===== config.mk =====
export PLATFORM = sky130hd
export DESIGN_NAME = quoted_string_token_scanner_core_flat
export DESIGN_NICKNAME = d
export VERILOG_FILES = /design/src/design/qsts_pkg.sv /design/src/design/qsts_req_if.sv /design/src/design/qsts_rsp_if.sv /design/src/design/quoted_string_token_scanner_core.sv /design/src/flat_wrapper.sv
export SDC_FILE = /design/constraint.sdc
export NUM_CORES = 1
export LEC_CHECK = 0
export BUFFER_PORTS_ARGS = -buffer_cell sky130_fd_sc_hd__buf_2
export CAP_MARGIN = 0
export CORE_AREA = 3 3 59 74
export CTS_BUF_LIST = sky130_fd_sc_hd__clkbuf_8
export DETAILED_ROUTE_END_ITERATION = 10
export DIE_AREA = 0 0 62 77
export PLACE_DENSITY = 0.57
export SLEW_MARGIN = 20
export SYNTH_ARGS = -nofsm -noshare
export SYNTH_HDL_FRONTEND = slang
export SYNTH_SLANG_ARGS = --single-unit

===== constraint.sdc =====
create_clock -name clock -period 5.45 [get_ports clock]
set_input_delay 0.8175 -clock clock [delete_from_list [all_inputs] [get_ports clock]]
set_output_delay 0.8175 -clock clock [all_outputs]
set_load 0.03 [all_outputs]

===== src/design/qsts_pkg.sv =====
`timescale 1ns / 1ps

package qsts_pkg;

   typedef enum logic [2:0] {
      PH_IDLE,
      PH_SKIP,
      PH_COMMENT,
      PH_OPEN1,
      PH_BODY,
      PH_ESC,
      PH_OPEN2,
      PH_RAW
   } phase_type;

   localparam logic [7:0] CH_QUOTE  = 8'h22;
   localparam logic [7:0] CH_BSLASH = 8'h5C;
   localparam logic [7:0] CH_SEMI   = 8'h3B;
   localparam logic [7:0] CH_NL     = 8'h0A;
   localparam logic [7:0] CH_SPACE  = 8'h20;
   localparam logic [7:0] CH_TAB    = 8'h09;
   localparam logic [7:0] CH_CR     = 8'h0D;

   localparam logic [1:0] RAW_CLOSE = 2'd3;

   localparam logic [1:0] ROLE_SKIP = 2'd0;
   localparam logic [1:0] ROLE_TAKE = 2'd1;
   localparam logic [1:0] ROLE_NONE = 2'd2;

   localparam logic [1:0] OUT_NONE = 2'd0;
   localparam logic [1:0] OUT_STR  = 2'd1;
   localparam logic [1:0] OUT_RAW  = 2'd2;

endpackage


===== src/design/qsts_req_if.sv =====
`timescale 1ns / 1ps

interface qsts_req_if;
   logic       valid;
   logic       ready;
   logic       begin_scan;
   logic       want_string;
   logic       want_raw;
   logic [7:0] char_in;
   logic       end_of_text;

   modport source (
      output valid, begin_scan, want_string, want_raw, char_in, end_of_text,
      input  ready
   );
   modport sink (
      input  valid, begin_scan, want_string, want_raw, char_in, end_of_text,
      output ready
   );
endinterface


===== src/design/qsts_rsp_if.sv =====
`timescale 1ns / 1ps

interface qsts_rsp_if;
   logic       valid;
   logic       ready;
   logic [1:0] byte_role;
   logic       finished;
   logic [1:0] outcome;

   modport source (
      output valid, byte_role, finished, outcome,
      input  ready
   );
   modport sink (
      input  valid, byte_role, finished, outcome,
      output ready
   );
endinterface


===== src/design/quoted_string_token_scanner_core.sv =====
`timescale 1ns / 1ps

// Byte-at-a-time token scanner: takes one request per clock and answers each with one
// response telling whether the byte was skipped (blank or ';' comment), taken into the
// token, or not taken, plus whether the scan ended and with which token kind. A request
// with begin_scan set starts a fresh scan, abandoning any scan in progress. The scan
// state is updated by a few byte compares in the cycle the request is accepted, and the
// response appears from the output register on the next cycle; a new request is taken
// whenever that register is empty or being emptied, so the sustained rate is one byte
// per clock while the response side keeps accepting responses.
module quoted_string_token_scanner_core (
   input logic       clock,
   input logic       reset,
   qsts_req_if.sink  req_stream,
   qsts_rsp_if.source rsp_stream
);
   import qsts_pkg::*;

   phase_type  phase_ff, phase_in;
   logic [1:0] closing_quotes_ff, closing_quotes_in;
   logic       string_enabled_ff, raw_enabled_ff;
   logic       rsp_valid_ff;
   logic [1:0] byte_role_ff, outcome_ff;
   logic       finished_ff;

   logic       accept;
   logic       abort_start;
   phase_type  cur_phase;
   logic       str_en, raw_en;
   logic [7:0] c;
   logic       eot;
   logic       is_blank, is_quote;
   logic [1:0] quotes_inc;
   logic [1:0] role;
   logic       fin;
   logic [1:0] res;

   assign req_stream.ready = !rsp_valid_ff || rsp_stream.ready;
   assign accept = req_stream.valid && req_stream.ready;

   assign c   = req_stream.char_in;
   assign eot = req_stream.end_of_text;
   assign is_blank = (c == CH_SPACE) || (c == CH_TAB) || (c == CH_CR) || (c == CH_NL);
   assign is_quote = !eot && (c == CH_QUOTE);
   assign quotes_inc = closing_quotes_ff + 2'd1;

   // a start request overrides the stored scan
   assign str_en = req_stream.begin_scan ? req_stream.want_string : string_enabled_ff;
   assign raw_en = req_stream.begin_scan ? req_stream.want_raw : raw_enabled_ff;
   assign abort_start = req_stream.begin_scan && !req_stream.want_string
                        && !req_stream.want_raw;
   assign cur_phase = req_stream.begin_scan ? PH_SKIP : phase_ff;

   // next state
   always_comb begin
      phase_in = cur_phase;
      if (abort_start) begin
         phase_in = PH_IDLE;
      end else begin
         unique case (cur_phase)
            PH_IDLE: phase_in = PH_IDLE;
            PH_SKIP: begin
               priority if (eot)          phase_in = PH_IDLE;
               else if (is_blank)         phase_in = PH_SKIP;
               else if (c == CH_SEMI)     phase_in = PH_COMMENT;
               else if (c == CH_QUOTE)    phase_in = PH_OPEN1;
               else                       phase_in = PH_IDLE;
            end
            PH_COMMENT: begin
               priority if (eot)          phase_in = PH_IDLE;
               else if (c == CH_NL)       phase_in = PH_SKIP;
               else                       phase_in = PH_COMMENT;
            end
            PH_OPEN1: begin
               priority if (eot)          phase_in = PH_IDLE;
               else if (c == CH_QUOTE)    phase_in = PH_OPEN2;
               else if (!str_en)          phase_in = PH_IDLE;
               else if (c == CH_BSLASH)   phase_in = PH_ESC;
               else if (c == CH_NL)       phase_in = PH_IDLE;
               else                       phase_in = PH_BODY;
            end
            PH_BODY: begin
               priority if (eot)          phase_in = PH_IDLE;
               else if (c == CH_BSLASH)   phase_in = PH_ESC;
               else if (c == CH_QUOTE)    phase_in = PH_IDLE;
               else if (c == CH_NL)       phase_in = PH_IDLE;
               else                       phase_in = PH_BODY;
            end
            PH_ESC: phase_in = eot ? PH_IDLE : PH_BODY;
            PH_OPEN2: phase_in = (is_quote && raw_en) ? PH_RAW : PH_IDLE;
            PH_RAW: begin
               priority if (eot)          phase_in = PH_IDLE;
               else if (c == CH_QUOTE && quotes_inc == RAW_CLOSE) phase_in = PH_IDLE;
               else                       phase_in = PH_RAW;
            end
            default: phase_in = PH_IDLE;
         endcase
      end

      // quote run only survives inside a raw body
      if (cur_phase == PH_RAW && phase_in == PH_RAW && is_quote) begin
         closing_quotes_in = quotes_inc;
      end else begin
         closing_quotes_in = 2'd0;
      end
   end

   // response fields
   always_comb begin
      role = ROLE_NONE;
      fin  = 1'b0;
      res  = OUT_NONE;
      if (abort_start) begin
         fin = 1'b1;
      end else begin
         unique case (cur_phase)
            PH_IDLE: begin
               role = ROLE_NONE;
            end
            PH_SKIP: begin
               priority if (eot)                           fin  = 1'b1;
               else if (is_blank || c == CH_SEMI)          role = ROLE_SKIP;
               else if (c == CH_QUOTE)                     role = ROLE_TAKE;
               else                                        fin  = 1'b1;
            end
            PH_COMMENT: begin
               if (eot) fin  = 1'b1;
               else     role = ROLE_SKIP;
            end
            PH_OPEN1, PH_BODY: begin
               priority if (eot) begin
                  fin = 1'b1;
               end else if (cur_phase == PH_OPEN1 && c == CH_QUOTE) begin
                  role = ROLE_TAKE;
               end else if (cur_phase == PH_OPEN1 && !str_en) begin
                  fin = 1'b1;
               end else if (c == CH_QUOTE) begin
                  role = ROLE_TAKE;
                  fin  = 1'b1;
                  res  = OUT_STR;
               end else if (c == CH_NL) begin
                  fin = 1'b1;
               end else begin
                  role = ROLE_TAKE;
               end
            end
            PH_ESC: begin
               if (eot) fin  = 1'b1;
               else     role = ROLE_TAKE;
            end
            PH_OPEN2: begin
               priority if (is_quote && raw_en) begin
                  role = ROLE_TAKE;
               end else if (is_quote) begin
                  fin = 1'b1;
               end else begin
                  // empty string closes on the byte after the second quote
                  fin = 1'b1;
                  res = str_en ? OUT_STR : OUT_NONE;
               end
            end
            PH_RAW: begin
               priority if (eot) begin
                  fin = 1'b1;
               end else if (c == CH_QUOTE && quotes_inc == RAW_CLOSE) begin
                  role = ROLE_TAKE;
                  fin  = 1'b1;
                  res  = OUT_RAW;
               end else begin
                  role = ROLE_TAKE;
               end
            end
            default: begin
               role = ROLE_NONE;
            end
         endcase
      end
   end

   always_ff @(posedge clock) begin
      if (reset) begin
         phase_ff          <= PH_IDLE;
         closing_quotes_ff <= 2'd0;
         string_enabled_ff <= 1'b0;
         raw_enabled_ff    <= 1'b0;
         rsp_valid_ff      <= 1'b0;
      end else begin
         if (accept) begin
            phase_ff          <= phase_in;
            closing_quotes_ff <= closing_quotes_in;
            string_enabled_ff <= str_en;
            raw_enabled_ff    <= raw_en;
            rsp_valid_ff      <= 1'b1;
         end else if (rsp_stream.ready) begin
            rsp_valid_ff <= 1'b0;
         end
      end
   end

   always_ff @(posedge clock) begin
      if (accept) begin
         byte_role_ff <= role;
         finished_ff  <= fin;
         outcome_ff   <= res;
      end
   end

   assign rsp_stream.valid     = rsp_valid_ff;
   assign rsp_stream.byte_role = byte_role_ff;
   assign rsp_stream.finished  = finished_ff;
   assign rsp_stream.outcome   = outcome_ff;

endmodule


===== src/flat_wrapper.sv =====
// flat-port wrapper written by rule: the top's interface ports become plain ports
module quoted_string_token_scanner_core_flat import qsts_pkg::*;
  (clock, reset, req_stream_valid, req_stream_begin_scan, req_stream_want_string, req_stream_want_raw, req_stream_char_in, req_stream_end_of_text, req_stream_ready, rsp_stream_valid, rsp_stream_byte_role, rsp_stream_finished, rsp_stream_outcome, rsp_stream_ready);
  qsts_req_if req_stream_i ();
  qsts_rsp_if rsp_stream_i ();
  input logic clock;
  input logic reset;
  input wire logic [$bits(req_stream_i.valid)-1:0] req_stream_valid;
  input wire logic [$bits(req_stream_i.begin_scan)-1:0] req_stream_begin_scan;
  input wire logic [$bits(req_stream_i.want_string)-1:0] req_stream_want_string;
  input wire logic [$bits(req_stream_i.want_raw)-1:0] req_stream_want_raw;
  input wire logic [$bits(req_stream_i.char_in)-1:0] req_stream_char_in;
  input wire logic [$bits(req_stream_i.end_of_text)-1:0] req_stream_end_of_text;
  output wire logic [$bits(req_stream_i.ready)-1:0] req_stream_ready;
  output wire logic [$bits(rsp_stream_i.valid)-1:0] rsp_stream_valid;
  output wire logic [$bits(rsp_stream_i.byte_role)-1:0] rsp_stream_byte_role;
  output wire logic [$bits(rsp_stream_i.finished)-1:0] rsp_stream_finished;
  output wire logic [$bits(rsp_stream_i.outcome)-1:0] rsp_stream_outcome;
  input wire logic [$bits(rsp_stream_i.ready)-1:0] rsp_stream_ready;
  assign req_stream_i.valid = req_stream_valid;
  assign req_stream_i.begin_scan = req_stream_begin_scan;
  assign req_stream_i.want_string = req_stream_want_string;
  assign req_stream_i.want_raw = req_stream_want_raw;
  assign req_stream_i.char_in = req_stream_char_in;
  assign req_stream_i.end_of_text = req_stream_end_of_text;
  assign req_stream_ready = req_stream_i.ready;
  assign rsp_stream_valid = rsp_stream_i.valid;
  assign rsp_stream_byte_role = rsp_stream_i.byte_role;
  assign rsp_stream_finished = rsp_stream_i.finished;
  assign rsp_stream_outcome = rsp_stream_i.outcome;
  assign rsp_stream_i.ready = rsp_stream_ready;
  quoted_string_token_scanner_core u_core (.clock(clock), .reset(reset), .req_stream(req_stream_i), .rsp_stream(rsp_stream_i));
endmodule

==> results of run 1 <==
flip-flops by register name, summed over array words and instances, names as in the netlist:
signal and cells:
u_core.rsp_stream.byte_role 2, u_core.phase_ff 3, u_core.rsp_stream.outcome 2, u_core.raw_enabled_ff 1, u_core.closing_quotes_ff 2, u_core.rsp_stream.finished 1, u_core.rsp_stream.valid 1, u_core.string_enabled_ff 1
area by class of cell:
class / count / area, sq um / area share, %
clock buffers: 3 / 41.3 / 3.23
clock inverters: 1 / 3.75 / 0.293
inverters: 7 / 26.3 / 2.05
multi-input cells: 106 / 721 / 56.3
flip-flops and latches: 13 / 310 / 24.2
well taps: 54 / 67.6 / 5.28
repair buffers: 22 / 110 / 8.60
where the power goes:
part	total (mW)	switching, mW	leakage [nW]	internal [mW]
combinational	0.0448	0.0288	0.333	0.0160
sequential	0.108	0.00279	0.114	0.105
clock	0.0817	0.0321	0.0269	0.0496
critical path: cells and delay by family:
kind	cells	cell delay, ns
AO/OA/AOI/OAI	3	0.68
buffers and inverters	1	0.14
AND/OR/NAND/NOR	2	0.89
worst paths after layout:
check | slack [ns] | start | to | cells after the start
hold reg to reg | 0.49 | u_core.closing_quotes_ff[1] | u_core.closing_quotes_ff[1] | 1
setup reg to reg | 3.22 | u_core.phase_ff[0] | u_core.rsp_stream.byte_role[0] | 5
hold / removal | 0.49 | u_core.closing_quotes_ff[1] | u_core.closing_quotes_ff[1] | 1
setup / recovery | 2.90 | req_stream_char_in[4] | u_core.rsp_stream.finished | 6
through the flow:
step           setup slack, ns  hold slack [ns]  power (mW)
3_3_place_gp              2.64            0.477       0.153
3_5_place_dp              2.65            0.475       0.154
5_1_grt                   2.65            0.530       0.247
4_1_cts                   2.91            0.494       0.238
2_1_floorplan             2.90            0.453       0.139
6_report                  2.90            0.495       0.234
routing by layer:
layer,up-vias,global-route usage (%),part of all wire [%],wire (um)
li1,553,-,-,-
met1,543,17.6,42,1280
met2,48,21.9,50,1500
met3,6,2.19,6.1,183
met4,0,3.82,1.8,53
met5,-,0,0,0
placed cells by master, fill, tap and decap left out, drive strengths merged, types with 3 or more instances in the layout:
master,netlist,routed
a211oi,3,3
a21oi,8,8
a311oi,3,3
and3,5,5
buf,3,22
clkbuf,4,3
dfxtp,8,8
edfxtp,5,5
inv,6,7
mux2i,4,4
nand2,11,11
nand2b,3,3
nor2,15,15
nor3,3,3
nor4,4,4
nor4b,4,4
o21ai,5,5
or4bb,3,3
cells by family (layout without fill, tap and decap cells):
family          count (synthesis)  after routing  synth area share, %
fa+ha+maj                       1              1                 1.13
buf+inv                        14             33                 6.79
simple gates                   61             61                 33.5
compound gates                 38             38                 24.9
flops                          13             13                 28.1
mux                             6              6                 5.66
==> run summary, run 1 <==
The routed design has 3010 um of wire. The number of iterations in the first detailed-routing pass is 4, and the wire length of the first global-routing pass is 5090 um. After routing the design area is 0.00128 sq mm.

For the final routed database, the setup TNS stands at 0 ns. The category of the most critical setup path was in -> reg. The highest clock rate is 392 MHz, and the clock-pin transition on the worst setup and hold timing paths is 0.05 ns. On the final layout, the worst clock skew is 0.00298 ns. The largest individual stage delay along the critical path comes from the cell sky130_fd_sc_hd__or4_4. For the fill cell instance count of the final layout, the log shows 419.

After synthesis, the netlist uses 52 different library cells. On the worst path, the slowest cell contributes a delay of 0.60 ns. The number of standard-cell rows in the floorplan is 25, and the number of enable flip-flop cells after synthesis is 5. After floorplanning, the core was sized to cover 0.00378 sq mm. In this run, CTS created clock tree buffers numbering 3.

The fraction of layout cells with a size suffix above 1 is 25.0%. The synthesized flop and latch total was 13. Count of endpoints failing hold in the final timing report: 0. The run gives 202 as the number of placed instances with taps included.

Setup repair after global routing left no endpoint under its margin. The count of input and output buffers was 22. Summing all placed instances gives a cell area of 0.00123 sq mm. No sink is reached through more buffers than the 2 on the longest clock path. The die covers 0.00477 sq mm. The sequential element share of the synthesized area is 28.1%. The area growth from synthesis to layout is 15.7%. The library cell used as clock root buffer was sky130_fd_sc_hd__clkbuf_8.

Max-cap violations in this run came to 0. The number of antenna violations at the first check in global routing was 0. After synthesis, the cell types taking the most area are sky130_fd_sc_hd__dfxtp_1 (14%), sky130_fd_sc_hd__edfxtp_1 (14%), sky130_fd_sc_hd__nor2_1 (5.1%).

For the worst-skew pair, the clock arrives at the later sink with an insertion delay of 0.24 ns. The synthesized design spends more area on one cell type than any other, namely sky130_fd_sc_hd__dfxtp_1. For the final number of max-transition violations, the log shows 0. Category of the worst setup path launch point: a primary input. The number of nets handed over by synthesis was 150.

Subtracting the final worst setup slack from the clock period gives 2.55 ns. Via count of the first global-routing pass: 1,117. Part of the cycle the worst path needs: 46.8%.

At the end of the flow the core is filled with cells to 33.8%. The die is 62 um wide. Leaving out filler cells and counting taps, the final layout contains 206.

The normalized max-slew margin is 48.5%, and the leakage power is 0.473 nW. Initial core utilization: 29.2%. In this run the count of I/O pins placed on the die edge is 23.

TritonCTS built the clock tree. 0 antenna diodes ended up in the layout. The count of final setup violators was 0. The logs give 16 for the pin count of the biggest net entering global routing and 2330 um for the half-perimeter wire length after placement. The worst hold path class was reg -> reg.

The run finished with clean final reports. The total setup buffers inserted after CTS came out at 0. After synthesis, the largest area contributor takes up 14.5% of total cell area.

Number of H-tree levels: 1. The overall global routing resource usage was 13.4%; the number of warnings printed during yosys synthesis was 0. The actual slew at the worst max-slew pin was 0.762 ns. The vias after detailed routing came out at 1,150. For this run, the leading register cell type out of synthesis is sky130_fd_sc_hd__dfxtp_1. Yosys instantiated no cell more often than sky130_fd_sc_hd__nor2_1.

The tools report the worst path arrival time as 2.53 ns. Dividing total power by cell area gives a power density of 183 mW/mm^2. In the synthesized netlist, the cells that appear most often are sky130_fd_sc_hd__nor2_1 (15), sky130_fd_sc_hd__nand2_1 (11), sky130_fd_sc_hd__a21oi_1 (8), sky130_fd_sc_hd__dfxtp_1 (8), sky130_fd_sc_hd__inv_1 (6). Across the VDD grid, the largest voltage drop is 0.113 mV.

Counting flops with an async set or reset pin after synthesis yields a share of 0%. The via density per instance was 5.58. For this design, the CTS-stage hold fixing added 0 buffers.

Once detail routing completed, the nets flagged for antenna violations numbered 0. The DRC violation count after routing was 0. In this run the worst path has a maximum fanout of 9. The mean instance size in the synthesized netlist is 8.32 sq um, and the synthesized area is 0.00111 sq mm. For the net count of the finished layout, the log shows 170. The tools report the number of DRC markers after the initial detailed-route iteration as 58. For the number of resized instances in the post-cts repair step, the log shows 0. The total overflow left after global routing is 0. At the end of routability-driven placement, the weighted congestion stood at 0.928. In the final routed layout, each cell accounts on average for 14.6 um.

The chip height came out at 77 um. The worst setup path is captured at a flip-flop. The clock net in this run drives a total of 13 sinks. Traced cell by cell, the critical path runs through buf_2, or4_4, or2_4, a221o_1, a211oi_1, o21ai_1.

The run gives 133 as the number of instances in the synthesized netlist. Data required time at the worst endpoint: 5.43 ns.
(Power assumes the default switching activity.)
==> run 2, diff against run 1 <==
--- a/config.mk
+++ b/config.mk
@@ -11,7 +11,7 @@
 export CTS_BUF_LIST = sky130_fd_sc_hd__clkbuf_8
 export DETAILED_ROUTE_END_ITERATION = 10
 export DIE_AREA = 0 0 62 77
-export PLACE_DENSITY = 0.57
+export PLACE_DENSITY = 0.58
 export SLEW_MARGIN = 20
 export SYNTH_ARGS = -nofsm -noshare
 export SYNTH_HDL_FRONTEND = slang
==> constraint.sdc (replaced) <==
create_clock -name clock -period 2.2 [get_ports clock]
set_input_delay 0.33 -clock clock [delete_from_list [all_inputs] [get_ports clock]]
set_output_delay 0.33 -clock clock [all_outputs]
set_load 0.03 [all_outputs]
==> run 2 against run 1 <==
Critical path type is now reg -> reg. Clock power grew to 2.7 times the previous value. Sequential share of layout area shrank 1.8 points. Highest routed layer unchanged. Non-clock buffer count grew 14. Sequential cell count is the same. Utilization grew 2.8 points. Count of clock-buffer cells in the layout is the same. Power grew to 2.6 times the previous value. Setup slack lost 2.6 ns. Critical path depth shrank 1. Register-to-register slack lost 3.0 ns.
==> run summary, run 2 (synthesis gave the netlist of run 1 again) <==
The congestion estimate from routability-driven global placement came to 0.883. The tools report the clock skew as 0.000876 ns. The data required time at the worst endpoint was 2.19 ns; the DRC violation count after routing was 0.

Counting flops per register, the top entry is u_core.phase_ff. The number of DRC markers after the initial detailed-route iteration was 70; the critical path's largest stage delay was 0.67 ns. The count of endpoints failing hold in the final timing report came out at 0.

The setup path with the least slack is of type reg -> reg. Worst path arrival time: 1.94 ns. Fill cells in the final layout number 383. In this run the count of I/O pins placed on the die edge is 23. The slowest stage of the critical path is the sky130_fd_sc_hd__or4bb_2 cell.

The floorplan die area was 0.00477 sq mm; the fraction of layout cells with a size suffix above 1 was 31.3%. The type of element capturing the critical path is a flip-flop. The width of the die was 62 um; the clock-pin transition on the worst setup and hold timing paths was 0.06 ns.

The worst register-to-register path ends at u_core.rsp_stream.byte_role[0]. CTS saw 13 sinks. The total power divided by cell area was 439 mW/mm^2. The most critical setup path has its startpoint at u_core.phase_ff[0].

The logs give 0.256 ns for the setup slack of the critical path after layout and 0 for the antenna diode instance count. Clock tree synthesis selected as its root buffer the cell sky130_fd_sc_hd__clkbuf_8. The remaining number of nets flagged by the antenna check after routing was 0; the via count of the first global-routing pass was 1,176. Walking the worst path, the cells encountered are or4bb_2, nor2_1, o21ai_0, a22oi_1, a211oi_1. The category of the worst setup path launch point was a flip-flop. The analysis attributes to cell leakage a power of 0.543 nW. The initial core utilization is 29.2%. Port buffering added 22 buffers.

Row generation in the floorplan step produced 25 rows. For the worst hold slack, the log shows 0.325 ns. Measured along the y axis, the die boundary spans 77 um.

Summed over all layers, the routed wires come to 3290 um. Clock latency on the worst-skew pair: 0.24 ns. Entering global routing, the biggest net connects 15 pins. The net switching power is 0.175 mW. Setup repair after global routing left no endpoint under its margin. For the count of final setup violators, the log shows 0.

The worst register-to-register path has a depth of 5. Synthesis-to-finish area growth: 25.2%. Via density per instance: 5.42. Internal power comes to 0.433 mW. Of the total power, combinational logic draws 20.9%.

In the layout the commonest cells are sky130_fd_sc_hd__buf_2 (22), sky130_fd_sc_hd__nor2_1 (15), sky130_fd_sc_hd__buf_4 (14). TritonCTS built the clock tree. The number of gates resized after CTS was 0.

The tools report the vias after detailed routing as 1,192. In this run, CTS created clock tree buffers numbering 3. The sequential power share is 43.3%. The wire length per cell after detailed routing is 14.9 um, and the number of hold buffers added after cts is 0.

The normalized max-slew margin is 70.9%. After layout, the minimum clock period comes to 1.94 ns. The part of the cycle the worst path needs works out to 88.4%.

For flop-to-flop paths, the worst setup slack is 0.26 ns. For the number of H-tree levels, the log shows 1. The final layout contains 184 nets. The clock network is responsible for 35.8% of the overall power.

The leading cell type in the layout, fill and taps excluded was sky130_fd_sc_hd__buf_2. After layout, the design draws a total of 0.608 mW. The run finished with clean final reports. The logs give 2590 um for the half-perimeter wire length after placement and 514 MHz for the highest clock rate. The tools report the wire length of the first global-routing pass as 5220 um. The placeable core area was 0.00378 sq mm; the number of iterations in the first detailed-routing pass was 4.

The clock passes through at most 2 buffers. Net switching is 28.8% of the power. The number of antenna violations at the first check in global routing came out at 0. The total overflow left after global routing is 0. The tools report the total setup buffers inserted after CTS as 0. The tools report the overall global routing resource usage as 13.9%. The final number of max-transition violations is 0, and the number of flip-flops under the largest register name is 3. At the pin with the least slew margin, the transition time is 0.431 ns. Before CTS, the worst setup slack after placement is -0.00224 ns. The run gives 0.192 mV as the maximum vdd ir drop.

In this run the worst path has a maximum fanout of 3. The startpoint identified for the worst register-to-register timing path is u_core.phase_ff[0]. Worst hold path class: in -> reg.

Across the run, the number of max-cap violations was 0. The most critical setup path has its endpoint at u_core.rsp_stream.byte_role[0].
-- run 2: changes by cell type in the layout (fill, tap and decap cells not counted), sizes merged --
cell and change:
buf +14
-- run 2: power by group through the flow --
stage / Combinational (mW) / Clock [mW] / Sequential, mW
2_1_floorplan: 0.0620 / 0 / 0.281
3_3_place_gp: 0.124 / 0 / 0.269
3_5_place_dp: 0.126 / 0 / 0.268
4_1_cts: 0.126 / 0.222 / 0.263
5_1_grt: 0.139 / 0.231 / 0.265
6_report: 0.127 / 0.218 / 0.263
-- run 2: how the worst min path moves through the flow --
stage | start | to | slack [ns] | cells after the start
6_report | req_stream_valid | u_core.rsp_stream.valid | 0.33 | 3
3_3_place_gp | u_core.closing_quotes_ff[1] | u_core.closing_quotes_ff[1] | 0.47 | 1
5_1_grt | req_stream_valid | u_core.rsp_stream.valid | 0.35 | 3
3_5_place_dp | u_core.closing_quotes_ff[1] | u_core.closing_quotes_ff[1] | 0.50 | 1
2_1_floorplan | u_core.closing_quotes_ff[1] | u_core.closing_quotes_ff[1] | 0.45 | 1
4_1_cts | req_stream_valid | u_core.rsp_stream.valid | 0.32 | 3
-- run 2: layout make-up --
type                       instances  area [sq um]  share of cell area, %
multi-input combinational        106           721                   52.0
sequential                        13           310                   22.4
timing repair buffer              36           215                   15.5
tap                               54          67.6                   4.88
clock buffer                       3          41.3                   2.98
inverter                           7          26.3                   1.90
clock inverter                     1          3.75                  0.271
-- run 2: worst max-delay path: cells and delay by family (launching register included) --
kind,cells,cell delay (ns)
and+or+nand+nor,2,0.87
AOI/OAI and AO/OA,3,0.49
DFF,1,0.33
-- run 2: per-stage QoR --
stage	cell area, sq um	utilization (%)	TNS, ns	instances
after global routing	1390	36.6	0	220
after CTS	1390	36.6	0	220
after detailed placement	1340	35.4	-0.00224	216
final	1390	36.6	0	220
after floorplan	1110	-	0	133
after global placement	1340	35.4	0	216
-- run 2: layer usage --
metal	share of wire, %	up-vias	track usage (%)	wire length (um)
li1	-	582	-	-
met2	56	44	25.5	1830
met1	39	562	16.1	1270
met3	5.1	4	2.02	167
met4	0.55	0	3.18	18
met5	0	-	0	0
